## src/sv/rmpc_pkg.sv

```systemverilog
// ---------------------------------------------------------------------------
// rmpc_pkg
// Shared types, codes, constants and helpers of the rudder motor position
// controller.
// ---------------------------------------------------------------------------
package rmpc_pkg;

    localparam int POSITION_BITS = 16;
    localparam int SUM_W         = POSITION_BITS + 12;
    localparam int MAG_W         = POSITION_BITS + 1;
    localparam int GAIN_W        = 8;
    localparam int PROD_W        = MAG_W + GAIN_W;
    localparam int SPEED_W       = PROD_W + 1;
    localparam int PWM_W         = 10;
    localparam int MS_W          = 16;
    localparam int TIME_W        = 32;
    localparam int CMD_W         = 3;
    localparam int DRV_W         = 2;
    localparam int PHASE_W       = 3;
    localparam int CFG_INDEX_W   = 3;
    localparam int CFG_DATA_W    = 16;
    localparam int QUEUE_DEPTH   = 4;
    localparam int QUEUE_AW      = $clog2(QUEUE_DEPTH);
    localparam int QUEUE_CW      = $clog2(QUEUE_DEPTH + 1);
    localparam int PIPE_SLOTS    = QUEUE_DEPTH + 3;
    localparam int PIPE_CW       = $clog2(PIPE_SLOTS + 1);

    typedef logic signed [POSITION_BITS-1:0] pos_t;
    typedef logic [TIME_W-1:0]               time_ms_t;
    typedef logic [PWM_W-1:0]                pwm_t;

    localparam logic [CMD_W-1:0] CMD_TICK  = CMD_W'(0);
    localparam logic [CMD_W-1:0] CMD_GOTO  = CMD_W'(1);
    localparam logic [CMD_W-1:0] CMD_MOVE  = CMD_W'(2);
    localparam logic [CMD_W-1:0] CMD_STOP  = CMD_W'(3);
    localparam logic [CMD_W-1:0] CMD_PARK  = CMD_W'(4);
    localparam logic [CMD_W-1:0] CMD_CALIB = CMD_W'(5);
    localparam logic [CMD_W-1:0] CMD_RECAL = CMD_W'(6);

    localparam logic [CFG_INDEX_W-1:0] CFG_MIN_STOP_MS     = CFG_INDEX_W'(0);
    localparam logic [CFG_INDEX_W-1:0] CFG_MIN_SPEED       = CFG_INDEX_W'(1);
    localparam logic [CFG_INDEX_W-1:0] CFG_MAX_SPEED       = CFG_INDEX_W'(2);
    localparam logic [CFG_INDEX_W-1:0] CFG_SPEED_GAIN      = CFG_INDEX_W'(3);
    localparam logic [CFG_INDEX_W-1:0] CFG_HYSTERESIS      = CFG_INDEX_W'(4);
    localparam logic [CFG_INDEX_W-1:0] CFG_CALIB_PERIOD_MS = CFG_INDEX_W'(5);

    localparam logic [MS_W-1:0]   RST_MIN_STOP_MS     = MS_W'(500);
    localparam logic [PWM_W-1:0]  RST_MIN_SPEED       = PWM_W'(400);
    localparam logic [PWM_W-1:0]  RST_MAX_SPEED       = PWM_W'(800);
    localparam logic [GAIN_W-1:0] RST_SPEED_GAIN      = GAIN_W'(20);
    localparam logic [GAIN_W-1:0] RST_HYSTERESIS      = GAIN_W'(3);
    localparam logic [MS_W-1:0]   RST_CALIB_PERIOD_MS = MS_W'(2000);

    localparam logic [DRV_W-1:0] DRV_OFF  = DRV_W'(0);
    localparam logic [DRV_W-1:0] DRV_BACK = DRV_W'(1);
    localparam logic [DRV_W-1:0] DRV_FWD  = DRV_W'(2);

    localparam logic signed [SUM_W-1:0] NUDGE_COUNTS = SUM_W'(150);
    localparam logic signed [SUM_W-1:0] SPAN_COUNTS  = SUM_W'(1500);
    localparam logic signed [POSITION_BITS:0] ERR_SETTLE = (POSITION_BITS + 1)'(5);
    localparam logic [PWM_W-1:0] PARK_SPEED = PWM_W'(512);

    localparam logic signed [SUM_W-1:0] POS_MAX_S =
        SUM_W'({1'b0, {(POSITION_BITS - 1){1'b1}}});
    localparam logic signed [SUM_W-1:0] POS_MIN_S = ~POS_MAX_S;

    typedef enum logic [CMD_W-1:0] {
        OP_TICK, OP_GOTO, OP_MOVE, OP_STOP, OP_PARK, OP_CALIB, OP_RECAL, OP_NONE
    } op_t;

    typedef enum logic [PHASE_W-1:0] {
        CAL_NONE, CAL_NUDGE, CAL_LOW, CAL_HIGH, CAL_CENTER, CAL_ZERO, CAL_DONE
    } cal_phase_t;

    typedef enum logic [1:0] {
        DIR_FWD, DIR_STOP, DIR_BACK
    } dir_t;

    typedef enum logic [2:0] {
        BK_IDLE, BK_CAL, BK_ERR, BK_MUL, BK_DRV
    } back_state_t;

    typedef struct packed {
        logic [MS_W-1:0]   min_stop_ms;
        logic [PWM_W-1:0]  min_speed;
        logic [PWM_W-1:0]  max_speed;
        logic [GAIN_W-1:0] speed_gain;
        logic [GAIN_W-1:0] hysteresis;
        logic [MS_W-1:0]   calib_period_ms;
    } cfg_t;

    typedef struct packed {
        op_t      op;
        pos_t     value;
        pos_t     position;
        time_ms_t now;
        logic     start_low;
        logic     stop_low;
        logic     park_low;
    } work_item_t;

    typedef struct packed {
        logic [DRV_W-1:0]   drive_dir;
        pwm_t               pwm;
        pos_t               target_out;
        logic               set_position_valid;
        pos_t               set_position_value;
        logic [PHASE_W-1:0] calib_phase_out;
        logic               blocked;
    } res_t;

    function automatic logic signed [SUM_W-1:0] ext_pos(input pos_t p);
        return SUM_W'(p);
    endfunction

    function automatic pos_t sat_pos(input logic signed [SUM_W-1:0] v);
        if (v > POS_MAX_S)
            return POS_MAX_S[POSITION_BITS-1:0];
        if (v < POS_MIN_S)
            return POS_MIN_S[POSITION_BITS-1:0];
        return v[POSITION_BITS-1:0];
    endfunction

endpackage

```

## src/sv/rmpc_cmd_if.sv

```systemverilog
// ---------------------------------------------------------------------------
// rmpc_cmd_if
// Request channel of the controller: command, position, time, limit inputs.
// ---------------------------------------------------------------------------
interface rmpc_cmd_if;
    import rmpc_pkg::*;

    logic              valid;
    logic              ready;
    logic [CMD_W-1:0]  command;
    pos_t              value;
    pos_t              current_position;
    time_ms_t          time_ms;
    logic              start_pin_low;
    logic              stop_pin_low;
    logic              park_pin_low;

    modport source (
        output valid, command, value, current_position, time_ms,
               start_pin_low, stop_pin_low, park_pin_low,
        input  ready
    );

    modport sink (
        input  valid, command, value, current_position, time_ms,
               start_pin_low, stop_pin_low, park_pin_low,
        output ready
    );
endinterface

```

## src/sv/rmpc_res_if.sv

```systemverilog
// ---------------------------------------------------------------------------
// rmpc_res_if
// Result channel of the controller: drive, PWM, target and status.
// ---------------------------------------------------------------------------
interface rmpc_res_if;
    import rmpc_pkg::*;

    logic               valid;
    logic               ready;
    logic [DRV_W-1:0]   drive_dir;
    pwm_t               pwm;
    pos_t               target_out;
    logic               set_position_valid;
    pos_t               set_position_value;
    logic [PHASE_W-1:0] calib_phase_out;
    logic               blocked;

    modport source (
        output valid, drive_dir, pwm, target_out, set_position_valid,
               set_position_value, calib_phase_out, blocked,
        input  ready
    );

    modport sink (
        input  valid, drive_dir, pwm, target_out, set_position_valid,
               set_position_value, calib_phase_out, blocked,
        output ready
    );
endinterface

```

## src/sv/rudder_motor_position_controller.sv

```systemverilog
// ---------------------------------------------------------------------------
// rudder_motor_position_controller
// DC motor position controller with timed calibration, speed law, reversal
// dwell and limit-switch gating.
// ---------------------------------------------------------------------------
// Usage:
//   cmd carries one request (command, position, time, limit inputs) per
//   valid/ready handshake; result returns exactly one item per request, in
//   order. cfg_we/cfg_index/cfg_data write the six settings while idle.
//   The execution sequencer takes a tick through the calibration step,
//   error, gain multiply and drive decision, and completes every other
//   command in the calibration step; the intake register and a 4-entry
//   queue let requests be taken back to back while the sequencer works.
//   Reset: settings return to defaults, target, calibration and drive state
//   clear, no result is pending.
//   Stall: a result waits in its output register; the sequencer holds at its
//   final step, the queue fills, and cmd.ready drops once intake and queue
//   are full.
// ---------------------------------------------------------------------------
module rudder_motor_position_controller (
    input  logic                             clk,
    input  logic                             rst_n,
    rmpc_cmd_if.sink                         cmd,
    rmpc_res_if.source                       result,
    input  logic                             cfg_we,
    input  logic [rmpc_pkg::CFG_INDEX_W-1:0] cfg_index,
    input  logic [rmpc_pkg::CFG_DATA_W-1:0]  cfg_data
);
    import rmpc_pkg::*;

    cfg_t       cfg;
    logic       push_valid;
    logic       push_ready;
    work_item_t push_item;
    logic       q_valid;
    logic       q_pop;
    work_item_t q_head;

    rmpc_cfg u_cfg (
        .clk       (clk),
        .rst_n     (rst_n),
        .cfg_we    (cfg_we),
        .cfg_index (cfg_index),
        .cfg_data  (cfg_data),
        .cfg       (cfg)
    );

    rmpc_front u_front (
        .clk        (clk),
        .rst_n      (rst_n),
        .cmd        (cmd),
        .push_valid (push_valid),
        .push_ready (push_ready),
        .push_item  (push_item)
    );

    rmpc_queue u_queue (
        .clk        (clk),
        .rst_n      (rst_n),
        .push_valid (push_valid),
        .push_ready (push_ready),
        .push_item  (push_item),
        .pop_valid  (q_valid),
        .pop        (q_pop),
        .head       (q_head)
    );

    rmpc_back u_back (
        .clk     (clk),
        .rst_n   (rst_n),
        .cfg     (cfg),
        .q_valid (q_valid),
        .q_pop   (q_pop),
        .q_head  (q_head),
        .result  (result)
    );
endmodule

```

## src/sv/rmpc_cfg.sv

```systemverilog
// ---------------------------------------------------------------------------
// rmpc_cfg
// Configuration register file with reset defaults.
// ---------------------------------------------------------------------------
module rmpc_cfg (
    input  logic                             clk,
    input  logic                             rst_n,
    input  logic                             cfg_we,
    input  logic [rmpc_pkg::CFG_INDEX_W-1:0] cfg_index,
    input  logic [rmpc_pkg::CFG_DATA_W-1:0]  cfg_data,
    output rmpc_pkg::cfg_t                   cfg
);
    import rmpc_pkg::*;

    cfg_t cfg_reg;
    cfg_t cfg_next;

    always_comb
    begin
        cfg_next = cfg_reg;
        if (cfg_we)
        begin
            unique case (cfg_index)
                CFG_MIN_STOP_MS:     cfg_next.min_stop_ms     = cfg_data[MS_W-1:0];
                CFG_MIN_SPEED:       cfg_next.min_speed       = cfg_data[PWM_W-1:0];
                CFG_MAX_SPEED:       cfg_next.max_speed       = cfg_data[PWM_W-1:0];
                CFG_SPEED_GAIN:      cfg_next.speed_gain      = cfg_data[GAIN_W-1:0];
                CFG_HYSTERESIS:      cfg_next.hysteresis      = cfg_data[GAIN_W-1:0];
                CFG_CALIB_PERIOD_MS: cfg_next.calib_period_ms = cfg_data[MS_W-1:0];
                default: ;
            endcase
        end
    end

    always_ff @(posedge clk or negedge rst_n)
    begin
        if (!rst_n)
        begin
            cfg_reg.min_stop_ms     <= RST_MIN_STOP_MS;
            cfg_reg.min_speed       <= RST_MIN_SPEED;
            cfg_reg.max_speed       <= RST_MAX_SPEED;
            cfg_reg.speed_gain      <= RST_SPEED_GAIN;
            cfg_reg.hysteresis      <= RST_HYSTERESIS;
            cfg_reg.calib_period_ms <= RST_CALIB_PERIOD_MS;
        end
        else
        begin
            cfg_reg <= cfg_next;
        end
    end

    assign cfg = cfg_reg;
endmodule

```

## src/sv/rmpc_front.sv

```systemverilog
// ---------------------------------------------------------------------------
// rmpc_front
// Request intake: accept, decode the command and register the work item.
// ---------------------------------------------------------------------------
module rmpc_front (
    input  logic                 clk,
    input  logic                 rst_n,
    rmpc_cmd_if.sink             cmd,
    output logic                 push_valid,
    input  logic                 push_ready,
    output rmpc_pkg::work_item_t push_item
);
    import rmpc_pkg::*;

    logic       valid_reg;
    logic       valid_next;
    work_item_t item_reg;
    work_item_t decoded;
    op_t        op;
    logic       take;

    always_comb
    begin
        unique case (cmd.command)
            CMD_TICK:  op = OP_TICK;
            CMD_GOTO:  op = OP_GOTO;
            CMD_MOVE:  op = OP_MOVE;
            CMD_STOP:  op = OP_STOP;
            CMD_PARK:  op = OP_PARK;
            CMD_CALIB: op = OP_CALIB;
            CMD_RECAL: op = OP_RECAL;
            default:   op = OP_NONE;
        endcase
    end

    always_comb
    begin
        decoded.op        = op;
        decoded.value     = cmd.value;
        decoded.position  = cmd.current_position;
        decoded.now       = cmd.time_ms;
        decoded.start_low = cmd.start_pin_low;
        decoded.stop_low  = cmd.stop_pin_low;
        decoded.park_low  = cmd.park_pin_low;
    end

    assign cmd.ready = !valid_reg || push_ready;
    assign take      = cmd.valid && cmd.ready;

    always_comb
    begin
        priority if (take)
            valid_next = 1'b1;
        else if (push_ready)
            valid_next = 1'b0;
        else
            valid_next = valid_reg;
    end

    always_ff @(posedge clk or negedge rst_n)
    begin
        if (!rst_n)
            valid_reg <= 1'b0;
        else
            valid_reg <= valid_next;
    end

    always_ff @(posedge clk)
    begin
        if (take)
            item_reg <= decoded;
    end

    assign push_valid = valid_reg;
    assign push_item  = item_reg;
endmodule

```

## src/sv/rmpc_queue.sv

```systemverilog
// ---------------------------------------------------------------------------
// rmpc_queue
// Short FIFO of decoded work items between intake and execution.
// ---------------------------------------------------------------------------
module rmpc_queue (
    input  logic                 clk,
    input  logic                 rst_n,
    input  logic                 push_valid,
    output logic                 push_ready,
    input  rmpc_pkg::work_item_t push_item,
    output logic                 pop_valid,
    input  logic                 pop,
    output rmpc_pkg::work_item_t head
);
    import rmpc_pkg::*;

    work_item_t            entries_reg [QUEUE_DEPTH];
    logic [QUEUE_AW-1:0]   wr_ptr_reg;
    logic [QUEUE_AW-1:0]   rd_ptr_reg;
    logic [QUEUE_CW-1:0]   count_reg;
    logic                  do_push;
    logic                  do_pop;

    assign push_ready = count_reg != QUEUE_CW'(QUEUE_DEPTH);
    assign pop_valid  = count_reg != '0;
    assign do_push    = push_valid && push_ready;
    assign do_pop     = pop && pop_valid;
    assign head       = entries_reg[rd_ptr_reg];

    always_ff @(posedge clk or negedge rst_n)
    begin
        if (!rst_n)
        begin
            wr_ptr_reg <= '0;
            rd_ptr_reg <= '0;
            count_reg  <= '0;
        end
        else
        begin
            if (do_push)
                wr_ptr_reg <= (wr_ptr_reg == QUEUE_AW'(QUEUE_DEPTH - 1)) ? '0
                                                                       : wr_ptr_reg + QUEUE_AW'(1);
            if (do_pop)
                rd_ptr_reg <= (rd_ptr_reg == QUEUE_AW'(QUEUE_DEPTH - 1)) ? '0
                                                                       : rd_ptr_reg + QUEUE_AW'(1);
            if (do_push && !do_pop)
                count_reg <= count_reg + QUEUE_CW'(1);
            else if (do_pop && !do_push)
                count_reg <= count_reg - QUEUE_CW'(1);
        end
    end

    always_ff @(posedge clk)
    begin
        if (do_push)
            entries_reg[wr_ptr_reg] <= push_item;
    end
endmodule

```

## src/sv/rmpc_back.sv

```systemverilog
// ---------------------------------------------------------------------------
// rmpc_back
// Execution sequencer: calibration step, error, gain multiply, drive
// decision, and the result register.
// ---------------------------------------------------------------------------
module rmpc_back (
    input  logic                 clk,
    input  logic                 rst_n,
    input  rmpc_pkg::cfg_t       cfg,
    input  logic                 q_valid,
    output logic                 q_pop,
    input  rmpc_pkg::work_item_t q_head,
    rmpc_res_if.source           result
);
    import rmpc_pkg::*;

    back_state_t state_reg, state_next;
    work_item_t  item_reg, item_next;

    pos_t        target_reg, target_next;
    dir_t        last_dir_reg, last_dir_next;
    time_ms_t    stopped_reg, stopped_next;
    logic        held_reg, held_next;
    logic        parking_reg, parking_next;
    cal_phase_t  phase_reg, phase_next;
    time_ms_t    clt_reg, clt_next;
    pos_t        low_end_reg, low_end_next;
    logic [DRV_W-1:0] drive_reg, drive_next;
    pwm_t        pwm_reg, pwm_next;

    pos_t        cur_reg, cur_next;
    logic        setv_reg, setv_next;
    pos_t        setval_reg, setval_next;
    dir_t        dir_reg, dir_next;
    logic [MAG_W-1:0]  mag_reg, mag_next;
    logic [PROD_W-1:0] prod_reg, prod_next;
    logic        out_valid_reg, out_valid_next;
    res_t        res_reg, res_next;

    logic        out_free;
    logic        commit;
    logic        is_tick;
    time_ms_t    clt_min;
    time_ms_t    cal_due_at;
    logic        due;
    logic signed [POSITION_BITS:0] err;
    logic signed [POSITION_BITS:0] diff;
    logic signed [POSITION_BITS:0] diff_adj;
    logic signed [POSITION_BITS:0] half_full;
    pos_t        half;
    logic signed [POSITION_BITS:0] delta;
    dir_t        dir_cand;
    logic [MAG_W-1:0]   mag_abs;
    logic [PWM_W+1:0]   base_tri;
    logic [SPEED_W-1:0] speed;
    pwm_t        spd;
    dir_t        dir_f;
    logic        overwrite;
    logic        reverse;
    time_ms_t    dwell_end;
    logic        dwell;
    logic        blocked;

    assign is_tick = item_reg.op == OP_TICK;
    assign blocked = !item_reg.start_low || !item_reg.stop_low;

    // sequencer outputs
    always_comb
    begin
        out_free = !out_valid_reg || result.ready;
        commit   = ((state_reg == BK_CAL) && !is_tick && out_free) ||
                   ((state_reg == BK_DRV) && out_free);
        q_pop    = q_valid && ((state_reg == BK_IDLE) || commit);
    end

    // sequencer next state
    always_comb
    begin
        state_next = state_reg;
        unique case (state_reg)
            BK_IDLE:
            begin
                if (q_pop)
                    state_next = BK_CAL;
            end
            BK_CAL:
            begin
                priority if (is_tick)
                    state_next = BK_ERR;
                else if (q_pop)
                    state_next = BK_CAL;
                else if (commit)
                    state_next = BK_IDLE;
                else
                    state_next = state_reg;
            end
            BK_ERR:  state_next = BK_MUL;
            BK_MUL:  state_next = BK_DRV;
            BK_DRV:
            begin
                priority if (q_pop)
                    state_next = BK_CAL;
                else if (commit)
                    state_next = BK_IDLE;
                else
                    state_next = state_reg;
            end
            default: state_next = BK_IDLE;
        endcase
    end

    // arithmetic shared by the steps
    always_comb
    begin
        clt_min    = (clt_reg > item_reg.now) ? item_reg.now : clt_reg;
        cal_due_at = clt_min + TIME_W'(cfg.calib_period_ms);
        due        = cal_due_at < item_reg.now;
        err        = (POSITION_BITS + 1)'(target_reg) - (POSITION_BITS + 1)'(item_reg.position);
        diff       = (POSITION_BITS + 1)'(target_reg) - (POSITION_BITS + 1)'(low_end_reg);
        diff_adj   = diff + {{POSITION_BITS{1'b0}}, diff[POSITION_BITS]};
        half_full  = diff_adj >>> 1;
        half       = half_full[POSITION_BITS-1:0];

        delta    = (POSITION_BITS + 1)'(target_reg) - (POSITION_BITS + 1)'(cur_reg);
        dir_cand = delta[POSITION_BITS] ? DIR_FWD : DIR_BACK;
        mag_abs  = delta[POSITION_BITS] ? MAG_W'(-delta) : MAG_W'(delta);

        base_tri = ({2'b00, cfg.min_speed} << 1) + {2'b00, cfg.min_speed};
        speed    = SPEED_W'(prod_reg) + SPEED_W'(base_tri[PWM_W+1:2]);

        if (parking_reg)
        begin
            dir_f     = DIR_FWD;
            spd       = PARK_SPEED;
            overwrite = 1'b1;
        end
        else
        begin
            dir_f     = (speed < SPEED_W'(cfg.min_speed)) ? DIR_STOP : dir_reg;
            spd       = (speed > SPEED_W'(cfg.max_speed)) ? cfg.max_speed
                                                          : speed[PWM_W-1:0];
            overwrite = 1'b0;
        end

        reverse   = ((dir_f == DIR_FWD) && (last_dir_reg == DIR_BACK)) ||
                    ((dir_f == DIR_BACK) && (last_dir_reg == DIR_FWD));
        dwell_end = stopped_reg + TIME_W'(cfg.min_stop_ms);
        dwell     = held_reg && (item_reg.now < dwell_end);
    end

    // step datapath
    always_comb
    begin
        item_next      = item_reg;
        target_next    = target_reg;
        last_dir_next  = last_dir_reg;
        stopped_next   = stopped_reg;
        held_next      = held_reg;
        parking_next   = parking_reg;
        phase_next     = phase_reg;
        clt_next       = clt_reg;
        low_end_next   = low_end_reg;
        drive_next     = drive_reg;
        pwm_next       = pwm_reg;
        cur_next       = cur_reg;
        setv_next      = setv_reg;
        setval_next    = setval_reg;
        dir_next       = dir_reg;
        mag_next       = mag_reg;
        prod_next      = prod_reg;
        res_next       = res_reg;

        unique case (state_reg)
            BK_CAL:
            begin
                if (is_tick)
                begin
                    clt_next    = due ? item_reg.now : clt_min;
                    cur_next    = item_reg.position;
                    setv_next   = 1'b0;
                    setval_next = '0;
                    if (due)
                    begin
                        unique case (phase_reg)
                            CAL_NUDGE:
                            begin
                                if ((err > -ERR_SETTLE) && (err < ERR_SETTLE))
                                begin
                                    target_next = sat_pos(ext_pos(target_reg) + NUDGE_COUNTS);
                                    phase_next  = CAL_LOW;
                                end
                            end
                            CAL_LOW:
                            begin
                                if (err == '0)
                                begin
                                    target_next = sat_pos(ext_pos(target_reg) - SPAN_COUNTS);
                                    phase_next  = CAL_HIGH;
                                end
                            end
                            CAL_HIGH:
                            begin
                                if (err == '0)
                                begin
                                    low_end_next = target_reg;
                                    target_next  = sat_pos(ext_pos(target_reg) + SPAN_COUNTS);
                                    phase_next   = CAL_CENTER;
                                end
                            end
                            CAL_CENTER:
                            begin
                                if (err == '0)
                                begin
                                    setv_next   = 1'b1;
                                    setval_next = half;
                                    cur_next    = half;
                                    phase_next  = CAL_ZERO;
                                end
                            end
                            CAL_ZERO:
                            begin
                                target_next = '0;
                                phase_next  = CAL_DONE;
                            end
                            default: ;
                        endcase
                    end
                end
                else if (commit)
                begin
                    unique case (item_reg.op)
                        OP_GOTO:
                        begin
                            target_next  = item_reg.value;
                            parking_next = 1'b0;
                        end
                        OP_MOVE:
                        begin
                            target_next  = sat_pos(ext_pos(target_reg) + ext_pos(item_reg.value));
                            parking_next = 1'b0;
                        end
                        OP_STOP:
                        begin
                            parking_next = 1'b0;
                            target_next  = item_reg.position;
                            drive_next   = DRV_OFF;
                            pwm_next     = '0;
                        end
                        OP_PARK:  parking_next = 1'b1;
                        OP_CALIB: phase_next = (phase_reg == CAL_NONE) ? CAL_NUDGE : CAL_ZERO;
                        OP_RECAL: phase_next = CAL_NUDGE;
                        default: ;
                    endcase
                    res_next.drive_dir          = drive_next;
                    res_next.pwm                = pwm_next;
                    res_next.target_out         = target_next;
                    res_next.set_position_valid = 1'b0;
                    res_next.set_position_value = '0;
                    res_next.calib_phase_out    = phase_next;
                    res_next.blocked            = blocked;
                end
            end
            BK_ERR:
            begin
                dir_next = dir_cand;
                mag_next = mag_abs + ((dir_cand == last_dir_reg) ? MAG_W'(cfg.hysteresis)
                                                                 : MAG_W'(0));
            end
            BK_MUL:
            begin
                prod_next = PROD_W'(mag_reg) * PROD_W'(cfg.speed_gain);
            end
            BK_DRV:
            begin
                if (commit)
                begin
                    last_dir_next = dir_f;
                    if (reverse || dwell || (dir_f == DIR_STOP))
                    begin
                        target_next = cur_reg;
                        drive_next  = DRV_OFF;
                        pwm_next    = '0;
                        if (!held_reg)
                        begin
                            stopped_next = item_reg.now;
                            held_next    = 1'b1;
                        end
                    end
                    else
                    begin
                        held_next    = 1'b0;
                        stopped_next = '0;
                        if (dir_f == DIR_BACK)
                        begin
                            if (item_reg.stop_low)
                            begin
                                drive_next = DRV_BACK;
                                pwm_next   = spd;
                            end
                            else
                            begin
                                target_next = cur_reg;
                                drive_next  = DRV_OFF;
                                pwm_next    = '0;
                            end
                        end
                        else if ((item_reg.start_low || overwrite) && item_reg.park_low)
                        begin
                            drive_next = DRV_FWD;
                            pwm_next   = spd;
                        end
                        else
                        begin
                            target_next = cur_reg;
                            drive_next  = DRV_OFF;
                            pwm_next    = '0;
                        end
                    end
                    res_next.drive_dir          = drive_next;
                    res_next.pwm                = pwm_next;
                    res_next.target_out         = target_next;
                    res_next.set_position_valid = setv_reg;
                    res_next.set_position_value = setval_reg;
                    res_next.calib_phase_out    = phase_reg;
                    res_next.blocked            = blocked;
                end
            end
            default: ;
        endcase

        if (q_pop)
            item_next = q_head;
    end

    always_comb
    begin
        priority if (commit)
            out_valid_next = 1'b1;
        else if (result.ready)
            out_valid_next = 1'b0;
        else
            out_valid_next = out_valid_reg;
    end

    always_ff @(posedge clk or negedge rst_n)
    begin
        if (!rst_n)
        begin
            state_reg     <= BK_IDLE;
            out_valid_reg <= 1'b0;
            target_reg    <= '0;
            last_dir_reg  <= DIR_STOP;
            stopped_reg   <= '0;
            held_reg      <= 1'b0;
            parking_reg   <= 1'b0;
            phase_reg     <= CAL_NONE;
            clt_reg       <= '0;
            low_end_reg   <= '0;
            drive_reg     <= DRV_OFF;
            pwm_reg       <= '0;
        end
        else
        begin
            state_reg     <= state_next;
            out_valid_reg <= out_valid_next;
            target_reg    <= target_next;
            last_dir_reg  <= last_dir_next;
            stopped_reg   <= stopped_next;
            held_reg      <= held_next;
            parking_reg   <= parking_next;
            phase_reg     <= phase_next;
            clt_reg       <= clt_next;
            low_end_reg   <= low_end_next;
            drive_reg     <= drive_next;
            pwm_reg       <= pwm_next;
        end
    end

    always_ff @(posedge clk)
    begin
        item_reg   <= item_next;
        cur_reg    <= cur_next;
        setv_reg   <= setv_next;
        setval_reg <= setval_next;
        dir_reg    <= dir_next;
        mag_reg    <= mag_next;
        prod_reg   <= prod_next;
        res_reg    <= res_next;
    end

    assign result.valid              = out_valid_reg;
    assign result.drive_dir          = res_reg.drive_dir;
    assign result.pwm                = res_reg.pwm;
    assign result.target_out         = res_reg.target_out;
    assign result.set_position_valid = res_reg.set_position_valid;
    assign result.set_position_value = res_reg.set_position_value;
    assign result.calib_phase_out    = res_reg.calib_phase_out;
    assign result.blocked            = res_reg.blocked;
endmodule

```

## src/flat_wrapper.sv

```systemverilog
// flat-port wrapper written by rule: the top's interface ports become plain ports
module rudder_motor_position_controller_flat import rmpc_pkg::*;
  (clk, rst_n, cfg_we, cfg_index, cfg_data, cmd_valid, cmd_command, cmd_value, cmd_current_position, cmd_time_ms, cmd_start_pin_low, cmd_stop_pin_low, cmd_park_pin_low, cmd_ready, result_valid, result_drive_dir, result_pwm, result_target_out, result_set_position_valid, result_set_position_value, result_calib_phase_out, result_blocked, result_ready);
  rmpc_cmd_if cmd_i ();
  rmpc_res_if result_i ();
  input  logic clk;
  input  logic rst_n;
  input  logic cfg_we;
  input  logic [rmpc_pkg::CFG_INDEX_W-1:0] cfg_index;
  input  logic [rmpc_pkg::CFG_DATA_W-1:0] cfg_data;
  input wire logic [$bits(cmd_i.valid)-1:0] cmd_valid;
  input wire logic [$bits(cmd_i.command)-1:0] cmd_command;
  input wire logic [$bits(cmd_i.value)-1:0] cmd_value;
  input wire logic [$bits(cmd_i.current_position)-1:0] cmd_current_position;
  input wire logic [$bits(cmd_i.time_ms)-1:0] cmd_time_ms;
  input wire logic [$bits(cmd_i.start_pin_low)-1:0] cmd_start_pin_low;
  input wire logic [$bits(cmd_i.stop_pin_low)-1:0] cmd_stop_pin_low;
  input wire logic [$bits(cmd_i.park_pin_low)-1:0] cmd_park_pin_low;
  output wire logic [$bits(cmd_i.ready)-1:0] cmd_ready;
  output wire logic [$bits(result_i.valid)-1:0] result_valid;
  output wire logic [$bits(result_i.drive_dir)-1:0] result_drive_dir;
  output wire logic [$bits(result_i.pwm)-1:0] result_pwm;
  output wire logic [$bits(result_i.target_out)-1:0] result_target_out;
  output wire logic [$bits(result_i.set_position_valid)-1:0] result_set_position_valid;
  output wire logic [$bits(result_i.set_position_value)-1:0] result_set_position_value;
  output wire logic [$bits(result_i.calib_phase_out)-1:0] result_calib_phase_out;
  output wire logic [$bits(result_i.blocked)-1:0] result_blocked;
  input wire logic [$bits(result_i.ready)-1:0] result_ready;
  assign cmd_i.valid = cmd_valid;
  assign cmd_i.command = cmd_command;
  assign cmd_i.value = cmd_value;
  assign cmd_i.current_position = cmd_current_position;
  assign cmd_i.time_ms = cmd_time_ms;
  assign cmd_i.start_pin_low = cmd_start_pin_low;
  assign cmd_i.stop_pin_low = cmd_stop_pin_low;
  assign cmd_i.park_pin_low = cmd_park_pin_low;
  assign cmd_ready = cmd_i.ready;
  assign result_valid = result_i.valid;
  assign result_drive_dir = result_i.drive_dir;
  assign result_pwm = result_i.pwm;
  assign result_target_out = result_i.target_out;
  assign result_set_position_valid = result_i.set_position_valid;
  assign result_set_position_value = result_i.set_position_value;
  assign result_calib_phase_out = result_i.calib_phase_out;
  assign result_blocked = result_i.blocked;
  assign result_i.ready = result_ready;
  rudder_motor_position_controller u_core (.clk(clk), .rst_n(rst_n), .cmd(cmd_i), .result(result_i), .cfg_we(cfg_we), .cfg_index(cfg_index), .cfg_data(cfg_data));
endmodule
```

## config.mk

```make
export PLATFORM = sky130hd
export DESIGN_NAME = rudder_motor_position_controller_flat
export DESIGN_NICKNAME = d
export VERILOG_FILES = /design/src/sv/rmpc_pkg.sv /design/src/sv/rmpc_cmd_if.sv /design/src/sv/rmpc_res_if.sv /design/src/sv/rudder_motor_position_controller.sv /design/src/sv/rmpc_cfg.sv /design/src/sv/rmpc_front.sv /design/src/sv/rmpc_queue.sv /design/src/sv/rmpc_back.sv /design/src/flat_wrapper.sv
export SDC_FILE = /design/constraint.sdc
export NUM_CORES = 2
export LEC_CHECK = 0
export ABC_AREA = 1
export BUFFER_PORTS_ARGS = -buffer_cell sky130_fd_sc_hd__buf_2
export CORE_MARGIN = 2
export CORE_UTILIZATION = 35
export DETAILED_ROUTE_END_ITERATION = 8
export GPL_TIMING_DRIVEN = 0
export SLEW_MARGIN = 30
export SYNTH_ARGS = -nofsm -noshare
export SYNTH_HDL_FRONTEND = slang
export SYNTH_SLANG_ARGS = --single-unit
```

## constraint.sdc

```tcl
create_clock -name clk -period 7.4 [get_ports clk]
set_input_delay 1.48 -clock clk [delete_from_list [all_inputs] [get_ports clk]]
set_output_delay 1.48 -clock clk [all_outputs]
set_load 0.02 [all_outputs]
```

==> impl_metrics.ini <==
[synth]
synth_compound_area_frac = 0.116
yosys.area_share.adder = 0.126
synth_top_family_by_area = simple AND/OR/NAND/NOR gates
synthMuxAreaShare = 0.000220
syn_area_per_cell_um2 = 8.90
synth_cell_types = 66
syn_area_um2 = 45400
synthSimpleGateAreaFrac = 0.182
async_flop_share = 0.264
syn_inst = 5106
yosysWarnings = 0
synth-main-ff-cell = edfxtp_1
yosysSeqAreaShare = 0.468
ys_ff_latch = 740
synthXorXnorAreaFrac = 0.0358
synth.largest_area_cell = edfxtp_1
synth_area_leaders = edfxtp_1 36%, dfrtp_1 9.5%, nand2_1 9.4%, ha_1 8.2%, inv_1 5.5%
synth_top_cell_area_share = 0.360
synth-edff-count = 545
synth_nets = 5597

[worst_setup_path]
startpoint = u_core.u_back.item_reg[34]
crit_type = reg2reg
start_kind = flop
reg2reg_slack_ns = 0.42
end_kind = flop
worstReg2RegStart = u_core.u_back.item_reg[34]
path_common_cell = nand2_1
max_stage_delay_ns = 0.46
cp.arrival_ns = 7.44
critPathRequiredTime_ns = 7.86
cp_slowest_cell = edfxtp_1
path_max_fanout = 10
r2r-end = u_core.u_back.cur_reg[1]
r2r_cells = 39

[cts]
cts_tree = yes
cts_root_buf = clkbuf_16
cts-htree-levels = 3
cts.clk_slew.worst_paths_ns = 0.06
clkLatencyLatePin_ns = 0.69
numCtsBuffers = 84
clock_sinks = 740
cts.path.max_buffers = 3

[place]
port_buffers = 141
dpl.hpwl_mm = 100
routabilityCongestion = 0.966
dpl_worst_slack_ns = -2.09

[job]
drv_cap = 0

[sta]
fin_skew_ns = 0.0451
fmax_ghz = 0.143
drv_slew = 0
fin_crit_sh = 0.944
worstMarginPinSlew_ns = 0.954
setup_viol = 0
max-slew-margin-rel = 0.360
finalHoldViolations = 0
fin_ws_ns = 0.418
fin_crit_ns = 6.98

[global_routing]
grt_pass1_vias = 35000
grt_max_degree = 82
grt_pass1_wl_mm = 203
antenna_found_initial = 2
grt_overflow_total = 0
grt_util_all_layers = 0.197

[finish]
drive_above_1_share = 0.0939
areaGrowthSynthToFinish_pct = 15.0
nFillCells = 12900
layout_commonest_cell = nand2_1
layout_common_cells = 1133 x nand2_1, 653 x inv_1, 545 x edfxtp_1, 454 x o21ai_0, 426 x nor2_1
fin_nets = 5871
largest_reg_flops = 280
insertedDiodeCount = 0

[worst_hold_path]
worstHoldStart = u_core.u_back.pwm_reg[7]
min_path_type = reg2reg
hold_depth = 2
min_to = u_core.u_back.pwm_reg[7]

[floorplan]
die_x_um = 364
io_pins = 145
dieArea_um2 = 133000
die_h_um = 364
initial_core_util = 0.352
core-area_um2 = 129000
floorplan.rows = 132

[route]
avgViaCountPerCell = 5.02
postRouteAntennaNets = 0
drc = 0
dr.pass1.iters = 5
vias = 36100
drtIter0Drc = 3024
routedWlPerCell_um = 18.3
postRouteWirelength_mm = 132

[outcome]
status = finished clean
[through the flow]
step / hold slack [ns] / std cells / cell area [um2] / utilization / TNS (ns)
6_report: 0.483 / 7192 / 52300 / 0.405 / 0
2_1_floorplan: 0.450 / 5106 / 45400 / - / 0
3_5_place_dp: 0.470 / 7012 / 49000 / 0.379 / -165.69
4_1_cts: 0.479 / 7182 / 52100 / 0.404 / 0
5_1_grt: 0.498 / 7192 / 52300 / 0.405 / -0.0948
3_3_place_gp: 0.464 / 6989 / 48300 / 0.374 / -168.43
[per-layer routing]
metal / GRT usage / vias to the layer above / share of wire
met2: 0.323 / 996 / 0.46
met3: 0.0262 / 172 / 0.057
li1: - / 17600 / -
met5: 0 / - / 0
met4: 0.0581 / 0 / 0.025
met1: 0.271 / 17300 / 0.45
[kinds of logic (layout without fill, tap and decap cells)]
| group | Yosys count | after routing |
|---|---|---|
| simple gates | 1998 | 1998 |
| buf+inv | 848 | 1192 |
| fa+ha+maj | 398 | 398 |
| mux | 1 | 1 |
| xor+xnor | 186 | 186 |
| compound gates | 935 | 935 |
| flops | 740 | 740 |
[final cells by class]
class                           instances  area, um2  share of cell area
Sequential cell                       740      21300               0.407
Multi-Input combinational cell       3518      21100               0.404
Inverter                              679       2570              0.0491
Clock buffer                          113       2330              0.0446
Tap cell                             1742       2180              0.0417
Timing Repair Buffer                  189       1510              0.0289
Buffer                                168        732              0.0140
Clock inverter                         43        531              0.0101
[critical path: cells and delay by family (launching register included)]
kind	cells	cell delay (ns)
buf+inv	8	0.99
flops	1	0.46
fa+ha+maj	3	0.95
compound gates	8	1.51
simple gates	20	2.76
[what timing repair did]
| item | in CTS | in global routing |
|---|---|---|
| pin swaps | 21 | 17 |
| endpoints found under the setup margin | 100 | 100 |
| resized for setup | 52 | 21 |
| buffers inserted | 15 | 10 |
| hold buffers | 0 | 0 |
[synth_stat cells (7+ instances only)]
master,number
nand2_1,1141
inv_1,661
edfxtp_1,545
o21ai_0,460
nor2_1,433
ha_1,297
nand3_1,244
a21oi_1,208
dfrtp_1,172
xor2_1,135
clkbuf_1,134
fa_1,100
o22ai_1,92
xnor2_1,51
nand4_1,48
nor3_1,45
o21ai_2,33
nand2_2,31
nand3b_1,24
dfstp_2,23
o21bai_1,18
buf_2,17
a221oi_1,16
o21ai_1,16
a21o_1,14
o211ai_1,13
buf_1,12
a21boi_0,11
o31ai_1,11
inv_2,10
nor2_2,10
a31oi_1,7
clkinv_1,7
o21a_1,7
[how the worst max path moves through the flow]
stage                                        end  slack, ns
global placement        u_core.u_back.cur_reg[1]      -2.12
floorplan               u_core.u_back.cur_reg[7]       0.80
finish                  u_core.u_back.cur_reg[1]       0.42
global route        u_core.u_back.target_reg[14]      -0.02
detailed placement      u_core.u_back.cur_reg[1]      -2.09
CTS                     u_core.u_back.cur_reg[1]      0.005
Power is left out: the tool's default activity adds up to more than one toggle a clock period on the data nets, which glitch-free logic cannot reach.
